### src/rtl/vtr_pkg.sv
// ----------------------------------------------------------------------------
// vtr_pkg
// Shared types and codes for the versioned table reconciler.
// ----------------------------------------------------------------------------
package vtr_pkg;

    localparam int HELD_DEPTH_DEF    = 16;
    localparam int CATALOG_DEPTH_DEF = 16;

    // input modes
    localparam logic [2:0] MODE_MARK   = 3'd0;
    localparam logic [2:0] MODE_DROP   = 3'd1;
    localparam logic [2:0] MODE_QUERY  = 3'd2;
    localparam logic [2:0] MODE_START  = 3'd3;
    localparam logic [2:0] MODE_ENTRY  = 3'd4;
    localparam logic [2:0] MODE_FINISH = 3'd5;

    // result kinds
    localparam logic [1:0] KIND_STATUS  = 2'd0;
    localparam logic [1:0] KIND_REQUEST = 2'd1;
    localparam logic [1:0] KIND_PRUNE   = 2'd2;
    localparam logic [1:0] KIND_DONE    = 2'd3;

    // controller to datapath
    typedef struct packed {
        logic accept;
        logic hscan;
        logic cscan;
        logic cupd;
        logic hupd;
        logic req;
        logic prune;
        logic fin;
    } t_cmd;

    // datapath to controller
    typedef struct packed {
        logic h_scan_done;
        logic c_scan_done;
        logic req_end;
        logic prune_end;
        logic slot_free;
    } t_stat;

endpackage

### src/rtl/vtr_ctrl.sv
// ----------------------------------------------------------------------------
// vtr_ctrl
// Sequencer: steps each item through lookup, update and report phases.
// ----------------------------------------------------------------------------
module vtr_ctrl (
    input  logic          i_clk,
    input  logic          i_rst_n,
    input  logic          i_valid,
    input  logic [2:0]    i_mode,
    output logic          o_ready,
    output vtr_pkg::t_cmd o_cmd,
    input  vtr_pkg::t_stat i_stat
);

    typedef enum logic [7:0] {
        S_IDLE  = 8'b0000_0001,
        S_HSCAN = 8'b0000_0010,
        S_CSCAN = 8'b0000_0100,
        S_CUPD  = 8'b0000_1000,
        S_HUPD  = 8'b0001_0000,
        S_REQ   = 8'b0010_0000,
        S_PRUNE = 8'b0100_0000,
        S_DONE  = 8'b1000_0000
    } t_state;

    t_state r_state, n_state;

    assign o_ready = (r_state == S_IDLE);

    always_comb begin
        o_cmd        = '0;
        o_cmd.accept = (r_state == S_IDLE) && i_valid;
        o_cmd.hscan  = (r_state == S_HSCAN);
        o_cmd.cscan  = (r_state == S_CSCAN);
        o_cmd.cupd   = (r_state == S_CUPD);
        o_cmd.hupd   = (r_state == S_HUPD);
        o_cmd.req    = (r_state == S_REQ);
        o_cmd.prune  = (r_state == S_PRUNE);
        o_cmd.fin    = (r_state == S_DONE);
    end

    always_comb begin
        n_state = r_state;
        unique case (r_state)
            S_IDLE: begin
                if (i_valid) begin
                    priority if (i_mode == vtr_pkg::MODE_ENTRY)       n_state = S_CSCAN;
                    else if (i_mode == vtr_pkg::MODE_FINISH)          n_state = S_REQ;
                    else if (i_mode == vtr_pkg::MODE_MARK || i_mode == vtr_pkg::MODE_DROP ||
                             i_mode == vtr_pkg::MODE_QUERY || i_mode == vtr_pkg::MODE_START)
                        n_state = S_HSCAN;
                    else                                              n_state = S_IDLE;
                end
            end
            S_CSCAN: if (i_stat.c_scan_done) n_state = S_CUPD;
            S_CUPD:  n_state = S_HSCAN;
            S_HSCAN: if (i_stat.h_scan_done) n_state = S_HUPD;
            S_HUPD:  if (i_stat.slot_free) n_state = S_IDLE;
            S_REQ:   if (i_stat.req_end) n_state = S_PRUNE;
            S_PRUNE: if (i_stat.prune_end) n_state = S_DONE;
            S_DONE:  if (i_stat.slot_free) n_state = S_IDLE;
            default: n_state = S_IDLE;
        endcase
    end

    always_ff @(posedge i_clk) begin
        if (!i_rst_n) r_state <= S_IDLE;
        else          r_state <= n_state;
    end

    a_onehot_cmd: assert property (@(posedge i_clk) disable iff (!i_rst_n)
        $onehot0({o_cmd.hscan, o_cmd.cscan, o_cmd.cupd, o_cmd.hupd,
                  o_cmd.req, o_cmd.prune, o_cmd.fin}))
        else $error("more than one phase command");
    a_accept_idle: assert property (@(posedge i_clk) disable iff (!i_rst_n)
        o_cmd.accept |-> o_ready)
        else $error("accept outside idle");
    a_done_leaves: assert property (@(posedge i_clk) disable iff (!i_rst_n)
        (o_cmd.fin && i_stat.slot_free) |=> o_ready)
        else $error("done report did not return to idle");

endmodule

### src/rtl/vtr_dp.sv
// ----------------------------------------------------------------------------
// vtr_dp
// Datapath: held and catalog tables, scan pointers and the result register.
// ----------------------------------------------------------------------------
module vtr_dp #(
    parameter int HELD_DEPTH    = vtr_pkg::HELD_DEPTH_DEF,
    parameter int CATALOG_DEPTH = vtr_pkg::CATALOG_DEPTH_DEF
) (
    input  logic           i_clk,
    input  logic           i_rst_n,
    input  vtr_pkg::t_cmd  i_cmd,
    output vtr_pkg::t_stat o_stat,
    input  logic [2:0]     i_mode,
    input  logic [31:0]    i_key,
    input  logic [31:0]    i_ver,
    input  logic           i_out_ready,
    output logic           o_out_valid,
    output logic [1:0]     o_kind,
    output logic [31:0]    o_key,
    output logic [31:0]    o_hv,
    output logic           o_present,
    output logic           o_overflow,
    output logic           o_last
);

    localparam int HIW = (HELD_DEPTH > 1) ? $clog2(HELD_DEPTH) : 1;
    localparam int CIW = (CATALOG_DEPTH > 1) ? $clog2(CATALOG_DEPTH) : 1;
    localparam int HPW = $clog2(HELD_DEPTH + 1);
    localparam int CPW = $clog2(CATALOG_DEPTH + 1);

    logic [31:0]    r_hkey [HELD_DEPTH];
    logic [31:0]    r_hver [HELD_DEPTH];
    logic [31:0]    r_ckey [CATALOG_DEPTH];
    logic [31:0]    r_cver [CATALOG_DEPTH];
    logic [HPW-1:0] r_hcnt, r_ha;
    logic [CPW-1:0] r_ccnt, r_ca;
    logic [31:0]    r_stamp;
    logic           r_covf, r_entry_ovf;
    logic [2:0]     r_mode;
    logic [31:0]    r_key, r_ver;

    logic           r_out_valid, r_out_pres, r_out_ovf, r_out_last;
    logic [1:0]     r_out_kind;
    logic [31:0]    r_out_key, r_out_hv;

    logic [31:0]    w_hk, w_hv, w_ck, w_cv;
    logic           w_h_ok, w_c_ok, w_slot, w_hfound, w_cfound;
    logic           w_load, w_lpres, w_lovf, w_llast, w_hstep, w_cstep;
    logic [1:0]     w_lkind;
    logic [31:0]    w_lkey, w_lhv;

    assign w_hk   = r_hkey[r_ha[HIW-1:0]];
    assign w_hv   = r_hver[r_ha[HIW-1:0]];
    assign w_ck   = r_ckey[r_ca[CIW-1:0]];
    assign w_cv   = r_cver[r_ca[CIW-1:0]];
    assign w_h_ok = (r_ha < r_hcnt);
    assign w_c_ok = (r_ca < r_ccnt);
    assign w_slot = !r_out_valid || i_out_ready;
    assign w_hfound = w_h_ok && (w_hk == r_key);
    assign w_cfound = w_c_ok && (w_ck == r_key);

    assign o_stat.h_scan_done = !(w_h_ok && (w_hk < r_key));
    assign o_stat.c_scan_done = !(w_c_ok && (w_ck < r_key));
    assign o_stat.req_end     = !w_c_ok;
    assign o_stat.prune_end   = !w_h_ok;
    assign o_stat.slot_free   = w_slot;

    // result selection and merge-walk stepping
    always_comb begin
        w_load  = 1'b0;
        w_lkind = vtr_pkg::KIND_STATUS;
        w_lkey  = r_key;
        w_lhv   = '0;
        w_lpres = 1'b0;
        w_lovf  = 1'b0;
        w_llast = 1'b0;
        w_hstep = 1'b0;
        w_cstep = 1'b0;
        priority if (i_cmd.hupd) begin
            w_load  = w_slot;
            w_llast = 1'b1;
            priority if (r_mode == vtr_pkg::MODE_MARK) begin
                priority if (w_hfound) begin
                    w_lpres = 1'b1;
                    w_lhv   = (r_ver > w_hv) ? r_ver : w_hv;
                end else if (r_hcnt >= HPW'(HELD_DEPTH)) begin
                    w_lovf = 1'b1;
                end else begin
                    w_lpres = 1'b1;
                    w_lhv   = r_ver;
                end
            end else if (r_mode == vtr_pkg::MODE_DROP) begin
                w_lpres = 1'b0;
            end else begin
                w_lpres = w_hfound;
                w_lhv   = w_hfound ? w_hv : '0;
                w_lovf  = (r_mode == vtr_pkg::MODE_ENTRY) && r_entry_ovf;
            end
        end else if (i_cmd.req) begin
            if (w_c_ok) begin
                priority if (w_h_ok && (w_hk < w_ck)) begin
                    w_hstep = 1'b1;
                end else if (!(w_h_ok && (w_hk == w_ck))) begin
                    w_load  = w_slot;
                    w_cstep = w_slot;
                end else if (w_hv < w_cv) begin
                    w_load  = w_slot;
                    w_cstep = w_slot;
                    w_lpres = 1'b1;
                    w_lhv   = w_hv;
                end else begin
                    w_cstep = 1'b1;
                end
            end
            w_lkind = vtr_pkg::KIND_REQUEST;
            w_lkey  = w_ck;
        end else if (i_cmd.prune) begin
            if (w_h_ok) begin
                priority if (w_c_ok && (w_ck < w_hk)) begin
                    w_cstep = 1'b1;
                end else if (!(w_c_ok && (w_ck == w_hk)) && (w_hv < r_stamp)) begin
                    w_load  = w_slot;
                    w_hstep = w_slot;
                end else begin
                    w_hstep = 1'b1;
                end
            end
            w_lkind = vtr_pkg::KIND_PRUNE;
            w_lkey  = w_hk;
            w_lhv   = w_hv;
            w_lpres = 1'b1;
        end else if (i_cmd.fin) begin
            w_load  = w_slot;
            w_lkind = vtr_pkg::KIND_DONE;
            w_lkey  = '0;
            w_lovf  = r_covf;
            w_llast = 1'b1;
        end else begin
            w_load = 1'b0;
        end
        if (i_cmd.hscan) w_hstep = !o_stat.h_scan_done;
        if (i_cmd.cscan) w_cstep = !o_stat.c_scan_done;
    end

    // table storage; shifts move every entry from a fixed neighbor
    always_ff @(posedge i_clk) begin
        if (i_cmd.cupd && !w_cfound && (r_ccnt < CPW'(CATALOG_DEPTH))) begin
            for (int j = 1; j < CATALOG_DEPTH; j++) begin
                if (CPW'(j) > r_ca) begin
                    r_ckey[j] <= r_ckey[j-1];
                    r_cver[j] <= r_cver[j-1];
                end
            end
            r_ckey[r_ca[CIW-1:0]] <= r_key;
            r_cver[r_ca[CIW-1:0]] <= r_ver;
        end else if (i_cmd.cupd && w_cfound && (r_ver > w_cv)) begin
            r_cver[r_ca[CIW-1:0]] <= r_ver;
        end
        if (i_cmd.hupd && w_slot && r_mode == vtr_pkg::MODE_MARK) begin
            if (w_hfound) begin
                if (r_ver > w_hv) r_hver[r_ha[HIW-1:0]] <= r_ver;
            end else if (r_hcnt < HPW'(HELD_DEPTH)) begin
                for (int j = 1; j < HELD_DEPTH; j++) begin
                    if (HPW'(j) > r_ha) begin
                        r_hkey[j] <= r_hkey[j-1];
                        r_hver[j] <= r_hver[j-1];
                    end
                end
                r_hkey[r_ha[HIW-1:0]] <= r_key;
                r_hver[r_ha[HIW-1:0]] <= r_ver;
            end
        end else if (i_cmd.hupd && w_slot && r_mode == vtr_pkg::MODE_DROP && w_hfound) begin
            for (int j = 0; j < HELD_DEPTH - 1; j++) begin
                if (HPW'(j) >= r_ha) begin
                    r_hkey[j] <= r_hkey[j+1];
                    r_hver[j] <= r_hver[j+1];
                end
            end
        end
        if (i_cmd.accept) begin
            r_mode <= i_mode;
            r_key  <= i_key;
            r_ver  <= i_ver;
        end
        if (w_load) begin
            r_out_kind <= w_lkind;
            r_out_key  <= w_lkey;
            r_out_hv   <= w_lhv;
            r_out_pres <= w_lpres;
            r_out_ovf  <= w_lovf;
            r_out_last <= w_llast;
        end
    end

    // control state
    always_ff @(posedge i_clk) begin
        if (!i_rst_n) begin
            r_hcnt      <= '0;
            r_ccnt      <= '0;
            r_ha        <= '0;
            r_ca        <= '0;
            r_stamp     <= '0;
            r_covf      <= 1'b0;
            r_entry_ovf <= 1'b0;
            r_out_valid <= 1'b0;
        end else begin
            if (w_load)           r_out_valid <= 1'b1;
            else if (i_out_ready) r_out_valid <= 1'b0;
            if (w_hstep) r_ha <= r_ha + HPW'(1);
            if (w_cstep) r_ca <= r_ca + CPW'(1);
            if (i_cmd.accept) begin
                r_ha        <= '0;
                r_ca        <= '0;
                r_entry_ovf <= 1'b0;
                if (i_mode == vtr_pkg::MODE_START) begin
                    r_ccnt  <= '0;
                    r_stamp <= i_ver;
                    r_covf  <= 1'b0;
                end
            end
            if (i_cmd.cupd && !w_cfound) begin
                if (r_ccnt < CPW'(CATALOG_DEPTH)) begin
                    r_ccnt <= r_ccnt + CPW'(1);
                end else begin
                    r_covf      <= 1'b1;
                    r_entry_ovf <= 1'b1;
                end
            end
            if (i_cmd.hupd && w_slot && r_mode == vtr_pkg::MODE_MARK && !w_hfound &&
                r_hcnt < HPW'(HELD_DEPTH))
                r_hcnt <= r_hcnt + HPW'(1);
            if (i_cmd.hupd && w_slot && r_mode == vtr_pkg::MODE_DROP && w_hfound)
                r_hcnt <= r_hcnt - HPW'(1);
            // rewind both walks between the request and prune passes
            if (i_cmd.req && !w_c_ok) begin
                r_ha <= '0;
                r_ca <= '0;
            end
        end
    end

    assign o_out_valid = r_out_valid;
    assign o_kind      = r_out_kind;
    assign o_key       = r_out_key;
    assign o_hv        = r_out_hv;
    assign o_present   = r_out_pres;
    assign o_overflow  = r_out_ovf;
    assign o_last      = r_out_last;

    a_hcnt_bound: assert property (@(posedge i_clk) disable iff (!i_rst_n)
        r_hcnt <= HPW'(HELD_DEPTH))
        else $error("held count beyond depth");
    a_ccnt_bound: assert property (@(posedge i_clk) disable iff (!i_rst_n)
        r_ccnt <= CPW'(CATALOG_DEPTH))
        else $error("catalog count beyond depth");
    a_load_free: assert property (@(posedge i_clk) disable iff (!i_rst_n)
        w_load |-> w_slot)
        else $error("result overwritten while stalled");

endmodule

### src/rtl/versioned_table_reconciler.sv
// ----------------------------------------------------------------------------
// versioned_table_reconciler
// Sorted tile table with versions, reconciled against a streamed catalog.
// ----------------------------------------------------------------------------
// Input stream (s side): tuser carries the mode, tdata the key and version.
// Output stream (m side): tuser carries the result kind, tlast marks the
// final result of an input item.
// One item is worked at a time; s_tready is high only while idle.
// Single ops walk the held table one entry per cycle; a catalog entry
// also walks the catalog first.
// A finish runs two merge walks over both tables, one step per cycle
// while the receiver takes results, then reports done.
// The result register lets the next item be taken while a result waits.
// A stalled receiver holds the walk at the next result to send.
// Reset empties both tables, clears the generation time and the
// overflow flag; no clearing pass is needed.
// ----------------------------------------------------------------------------
module versioned_table_reconciler #(
    parameter int HELD_DEPTH    = vtr_pkg::HELD_DEPTH_DEF,
    parameter int CATALOG_DEPTH = vtr_pkg::CATALOG_DEPTH_DEF
) (
    input  logic        i_clk,
    input  logic        i_rst_n,
    input  logic        i_s_tvalid,
    output logic        o_s_tready,
    input  logic [63:0] i_s_tdata,  // tile_key[31:0], version[63:32]
    input  logic [2:0]  i_s_tuser,  // mode[2:0]
    output logic        o_m_tvalid,
    input  logic        i_m_tready,
    output logic [71:0] o_m_tdata,  // out_key[31:0], held_version[63:32],
                                    // present[64], overflow[65], zero[71:66]
    output logic [1:0]  o_m_tuser,  // kind[1:0]
    output logic        o_m_tlast
);

    vtr_pkg::t_cmd  w_cmd;
    vtr_pkg::t_stat w_stat;
    logic [31:0]    w_key, w_hv;
    logic           w_pres, w_ovf;

    vtr_ctrl u_ctrl (
        .i_clk   (i_clk),
        .i_rst_n (i_rst_n),
        .i_valid (i_s_tvalid),
        .i_mode  (i_s_tuser),
        .o_ready (o_s_tready),
        .o_cmd   (w_cmd),
        .i_stat  (w_stat)
    );

    vtr_dp #(
        .HELD_DEPTH    (HELD_DEPTH),
        .CATALOG_DEPTH (CATALOG_DEPTH)
    ) u_dp (
        .i_clk       (i_clk),
        .i_rst_n     (i_rst_n),
        .i_cmd       (w_cmd),
        .o_stat      (w_stat),
        .i_mode      (i_s_tuser),
        .i_key       (i_s_tdata[31:0]),
        .i_ver       (i_s_tdata[63:32]),
        .i_out_ready (i_m_tready),
        .o_out_valid (o_m_tvalid),
        .o_kind      (o_m_tuser),
        .o_key       (w_key),
        .o_hv        (w_hv),
        .o_present   (w_pres),
        .o_overflow  (w_ovf),
        .o_last      (o_m_tlast)
    );

    assign o_m_tdata = {6'd0, w_ovf, w_pres, w_hv, w_key};

endmodule

### config.mk
export PLATFORM = sky130hd
export DESIGN_NAME = versioned_table_reconciler
export DESIGN_NICKNAME = d
export VERILOG_FILES = /design/src/rtl/vtr_pkg.sv /design/src/rtl/vtr_ctrl.sv /design/src/rtl/vtr_dp.sv /design/src/rtl/versioned_table_reconciler.sv
export SDC_FILE = /design/constraint.sdc
export NUM_CORES = 2
export LEC_CHECK = 0
export ABC_AREA = 1
export BUFFER_PORTS_ARGS = -buffer_cell sky130_fd_sc_hd__buf_2
export CORE_MARGIN = 4
export CORE_UTILIZATION = 35
export CTS_BUF_LIST = sky130_fd_sc_hd__clkbuf_4 sky130_fd_sc_hd__clkbuf_8 sky130_fd_sc_hd__clkbuf_16
export DETAILED_ROUTE_END_ITERATION = 10
export PLACE_DENSITY = 0.51
export SLEW_MARGIN = 25
export SYNTH_ARGS = -nofsm -noshare
export SYNTH_HDL_FRONTEND = slang
export SYNTH_SLANG_ARGS = --single-unit
### constraint.sdc
create_clock -name i_clk -period 9.47 [get_ports i_clk]
set_input_delay 0.947 -clock i_clk [delete_from_list [all_inputs] [get_ports i_clk]]
set_output_delay 0.947 -clock i_clk [all_outputs]
set_load 0.05 [all_outputs]
# After elaboration in Yosys (flattened, before gate mapping)
# Memory sizes are Yosys's and may differ from the RTL's. A register that Yosys moved wholly into a read port is not among the register bits.
# Cells that the tools add are included.
dict set report word_totals {
  register_bits 199
  out_inout_bits 77
  wordCells 518
  memories 4
  input_bits 71
  ram_bits 2048
}
# name depth width rd rd_ports_with_merged_regs write_ports line
set memory_table {}
lappend memory_table {u_dp.r_ckey 16 32 16 1 16 vtr_dp.sv:33} ;# logic [31:0] r_ckey [CATALOG_DEPTH];
lappend memory_table {u_dp.r_cver 16 32 16 1 16 vtr_dp.sv:34} ;# logic [31:0] r_cver [CATALOG_DEPTH];
lappend memory_table {u_dp.r_hkey 16 32 17 1 16 vtr_dp.sv:31} ;# logic [31:0] r_hkey [HELD_DEPTH];
lappend memory_table {u_dp.r_hver 16 32 17 1 16 vtr_dp.sv:32} ;# logic [31:0] r_hver [HELD_DEPTH];
dict set report classes {
  addsub 5
  eq_ne 25
  magnitude_cmp 58
  reduce_logical 42
  muxes 334
  bitwise 31
}
# cell count
set op_table {}
lappend op_table {{two-way mux 32 bit} 49}
lappend op_table {{two-way mux 1 bit} 257}
lappend op_table {{less-than comparator 32 bit} 6}
lappend op_table {{equality test 32 bit} 4}
lappend op_table {{greater-than comparator 4 x 5 -> 1 bit (first input constant)} 16}
lappend op_table {{greater-than comparator 32 bit} 2}
lappend op_table {{two-way mux 8 bit} 8}
lappend op_table {{OR reduction 32 bit} 2}
lappend op_table {{case mux 8 bit (7 select lines)} 1}
lappend op_table {{greater-than comparator 3 x 5 -> 1 bit (first input constant)} 8}
lappend op_table {{two-way mux 4 bit} 10}
lappend op_table {{greater-or-equal comparator 4 x 5 -> 1 bit (first input constant)} 7}
lappend op_table {{two-way mux 5 bit} 6}
lappend op_table {{bitwise OR 1 bit} 30}
lappend op_table {{logical AND 1 bit} 22}
lappend op_table {{adder 5 x 1 -> 5 bit (second input constant)} 4}
lappend op_table {{greater-or-equal comparator 3 x 5 -> 1 bit (first input constant)} 4}
lappend op_table {{greater-than comparator 2 x 5 -> 1 bit (first input constant)} 4}
lappend op_table {{greater-or-equal comparator 1 x 5 -> 1 bit (first input constant)} 2}
lappend op_table {{greater-or-equal comparator 2 x 5 -> 1 bit (first input constant)} 2}
lappend op_table {{greater-than comparator 1 x 5 -> 1 bit (first input constant)} 2}
lappend op_table {{less-than comparator 5 bit} 2}
lappend op_table {{less-than comparator 5 bit (second input constant)} 2}
lappend op_table {{inequality test 2 bit (second input constant)} 5}
lappend op_table {{24 further kinds} 40}

# Logic depth before layout (Yosys ltp)
dict set report depth {
  ltp_word 13
  mapped_depth 29
}

# Hierarchy
# A second synthesis with hierarchy kept.
dict set report hier_totals {
  hier_cells 13887
  area_unflattened_um2 123284.5
}
# module seq_area_each_um2 cells_each area_each_um2 instances
set modules_own_cells {}
lappend modules_own_cells {vtr_dp 66844.1 13762 122536.3 1}
lappend modules_own_cells {vtr_ctrl 160.2 116 684.4 1}
lappend modules_own_cells {versioned_table_reconciler 0.0 9 63.8 1}

# Worst setup path after synthesis
# OpenSTA, ideal clock, no wires.
dict set report synth_path {
  kind {flip-flop to flip-flop}
  start {reg with a tool-made name}
  end {mem u_dp.r_hver[5][0] (enable)}
  arrival_ns 7.361
  setup_ns 0.533
  n_path_buf 5
  path_stages_with_launch 21
  setup_slack_ns 1.576
  period_less_slack_ns 7.894
  path_cell_list {dfxtp_1 inv_1 clkbuf_1 buf_2 clkbuf_1 clkbuf_1 clkbuf_1 a21oi_1 o21ai_0 o21ai_0 o211ai_1 nand2_1 ha_1 nand2_1 nor4_1 inv_1 nor2_1 nand3_1 a21oi_1 nand3_1 o311ai_0}
}
# element line
set synth_lines {}
lappend synth_lines {{end, declared} vtr_dp.sv:32}

==> reports/metrics.yaml <==
setup_path:
  cpPeakStageDelay_ns: 0.82
  crit_buf_inv: 4
  arrival_ns: 7.76
  path_cells: "buf_4 -> a21oi_1 -> o21ai_0 -> o211ai_1 -> nand3_1 -> nand2_1 -> ha_1 -> nand2_1 -> nor2_1 -> nand4_1 -> nor3_1 -> nand3_2 -> inv_2 -> nand2_1 -> nor2_4 -> inv_2 -> nor2_4 -> buf_4 -> o21ai_0 -> nand2_2"
  critPathLaunchType: "flop"
  crit_type: "flop to flop"
  crit_top_cell: "nand2_1"
  crit_slowest_cell: "buf_4"
  worstSetupEndpointType: "flop"
  crit_family: "simple AND/OR/NAND/NOR gates"
  critPathMaxFanout: 90
  required_ns: 9.93
floorplan:
  ios: 148
  start_util: 0.352
  rows: 217
  die_w_um: 602
  core-area_um2: 351000
  dieArea_um2: 363000
  fp.dieH_um: 602
power_and_ir_drop:
  p_leak_nw: 49.7
  power_density_nw_per_um2: 190
  total_power_mw: 26.1
  ir_worst_vdd_v: 0.000225
yosys:
  ys.flop_type: "edfxtp_1"
  postSynthCellCount: 13900
  synth-edff-count: 2184
  synth_area_per_cell_um2: 8.90
  synth_seq_cells: 2255
  async_flop_share: 0
  synth.distinct_cells: 61
  yosysWarnings: 0
  ys_seq_area_frac: 0.542
  synth_area_um2: 124000
clock_network:
  cts.sinks: 2255
  htreeDepth: 5
  holdBufCountCts: 0
  cts_made_buffers: 271
  cts_root_buf: "clkbuf_16"
  cts_buffer_depth: 4
  post_cts.repair.setup_buffers: 0
  cts_tree: "yes"
  clk_pin_slew_ns: 0.06
  clock_latency_ns: 0.88
  ctsResizeCount: 0
routing:
  drtIter0Drc: 13600
  drc_errors: 0
  routed_wl_um: 458000
  via_count: 106000
  wl_per_cell_um: 25.0
  antenna_left: 0
  firstDrtPassIters: 6
  drt-vias-per-instance: 5.78
global_route:
  grt_pass1_vias: 96500
  grt_overflow: 0
  grt_pass1_wl_um: 675000
  grt_max_degree: 161
  antenna_found_initial: 17
  grt_usage: 0.242
sta:
  max_slew_margin: 0.228
  max_freq_mhz: 137
  worst_pin_slew_ns: 1.15
  timing.setup.tns_ns: 0
  finalCritPeriodShare: 0.771
  setup_viol: 0
  skew_ns: 0.0473
  drv_slew: 0
  rsz0062_at_grt: "false"
  period_minus_slack_ns: 7.30
  hold_violations: 0
cells_and_area:
  regArea_um2: 67000
  layout-drive-gt1-share: 0.0773
  fin_nets: 13600
  fillCellCount: 35200
  multi_input_area_um2: 49000
  fin_area_um2: 137000
  area_delta_synth_final_pct: 11.0
placement:
  placed_cell_area_um2: 128000
  globalplace.congestion: 0.884
  port_buffers: 141
  hpwl_um: 297000
run:
  cap_violations: 0
min_path:
  hp-class: "primary input to flop"
run_status:
  outcome: "complete, no violations"
-- layer usage --
layer | part of all wire | global-route usage
met1 | 0.44 | 0.352
met2 | 0.43 | 0.363
met3 | 0.087 | 0.0382
met4 | 0.039 | 0.0875
met5 | 0.000057 | 0
-- power by group --
group | leakage [nW] | switching, mW | internal [mW]
Clock | 4.29 | 4.36 | 6.03
Combinational | 25.3 | 2.86 | 0.905
Sequential | 20.1 | 0.519 | 11.4
-- registers in the layout, indices dropped and copies added, names as in the netlist, 8 cells and up, named ones only --
register / cells
u_dp.r_hver: 512
u_dp.o_hv: 32
u_dp.r_key: 32
u_dp.r_cver: 512
u_ctrl.r_state: 8
u_dp.r_hkey: 512
u_dp.o_key: 32
u_dp.r_ver: 32
u_dp.r_ckey: 512
u_dp.r_stamp: 32
-- placed cells by master, fill, tap and decap left out, drive strengths merged, types with 71 or more instances in the layout --
cell type | netlist | final
a21oi | 758 | 758
nand3 | 431 | 431
clkbuf | 1094 | 348
nor2 | 1046 | 1046
inv | 851 | 847
edfxtp | 2184 | 2184
buf | 176 | 441
o21ai | 3180 | 3180
nand2 | 2406 | 2406
o221ai | 238 | 238
nor3 | 95 | 95
dfxtp | 71 | 71
a31oi | 122 | 122
clkinv | 4 | 116
ha | 242 | 242
o211ai | 550 | 550
o22ai | 241 | 241
-- cell families (layout without fill, tap and decap cells) --
family                   after synthesis  count (layout)  synth area share
adder cells (fa/ha/maj)              243             243            0.0247
XOR/XNOR                               5               5          0.000354
AND/OR/NAND/NOR                     4050            4050             0.131
other                                  1              31         0.0000304
buffers and inverters               2125            1773            0.0657
AO/OA/AOI/OAI                       5207            5207             0.236
flip-flops                          2255            2255             0.542
-- stage by stage --
stage | instances | hold WS, ns | worst slack [ns] | utilization
floorplan | 13900 | 0.425 | 1.58 | -
global placement | 17800 | 0.438 | 2.21 | 0.366
detailed placement | 17800 | 0.443 | 2.12 | 0.366
CTS | 18200 | 0.205 | 2.12 | 0.391
global route | 18300 | 0.225 | 1.72 | 0.391
finish | 18300 | 0.259 | 2.17 | 0.391
-- Yosys cell counts (all sizes together) (2+ instances only) --
cell / n / area share
o221ai: 238 / 0.017
a21oi: 758 / 0.031
nor3: 95 / 0.0042
o221a: 3 / 0.00027
nor2: 1046 / 0.032
o311ai: 2 / 0.00014
edfxtp: 2184 / 0.53
a211oi: 51 / 0.0031
clkbuf: 1094 / 0.033
o2111ai: 5 / 0.00035
nand3b: 2 / 0.00012
or2: 4 / 0.00020
nand2: 2406 / 0.073
o22ai: 241 / 0.012
nand4: 40 / 0.0020
ha: 242 / 0.025
a221oi: 4 / 0.00028
xor2: 4 / 0.00028
o21a: 2 / 0.00012
nand3: 431 / 0.018
a22oi: 32 / 0.0019
buf: 176 / 0.0064
clkinv: 4 / 0.00012
or3: 3 / 0.00015
dfxtp: 71 / 0.012
inv: 851 / 0.026
o31ai: 8 / 0.00060
o211ai: 550 / 0.033
nor4: 19 / 0.0012
a31oi: 122 / 0.0062
o21ai: 3180 / 0.13
o21bai: 4 / 0.00024
-- area by class of cell --
cell class,count,area share
well taps,4708,0.0430
clock inverters,129,0.00747
multi-input cells,9511,0.358
clock buffers,348,0.0553
flip-flops and latches,2255,0.489
repair buffers,441,0.0234
diodes,25,0.000456
inverters,855,0.0237
-- worst paths after layout --
| check | start | endpoint | slack [ns] | cells past startpoint |
|---|---|---|---|---|
| worst max-delay path | flop | u_dp.r_hkey[0][19] | 2.17 | 20 |
| worst min-delay path | i_s_tdata[9] | u_dp.r_key[9] | 0.26 | 1 |
| worst max register to register | flop | u_dp.r_hkey[0][19] | 2.17 | 20 |
| worst min register to register | u_dp.r_stamp[0] | u_dp.r_stamp[0] | 0.45 | 2 |
No activity file was read; power rests on OpenSTA's default activity.
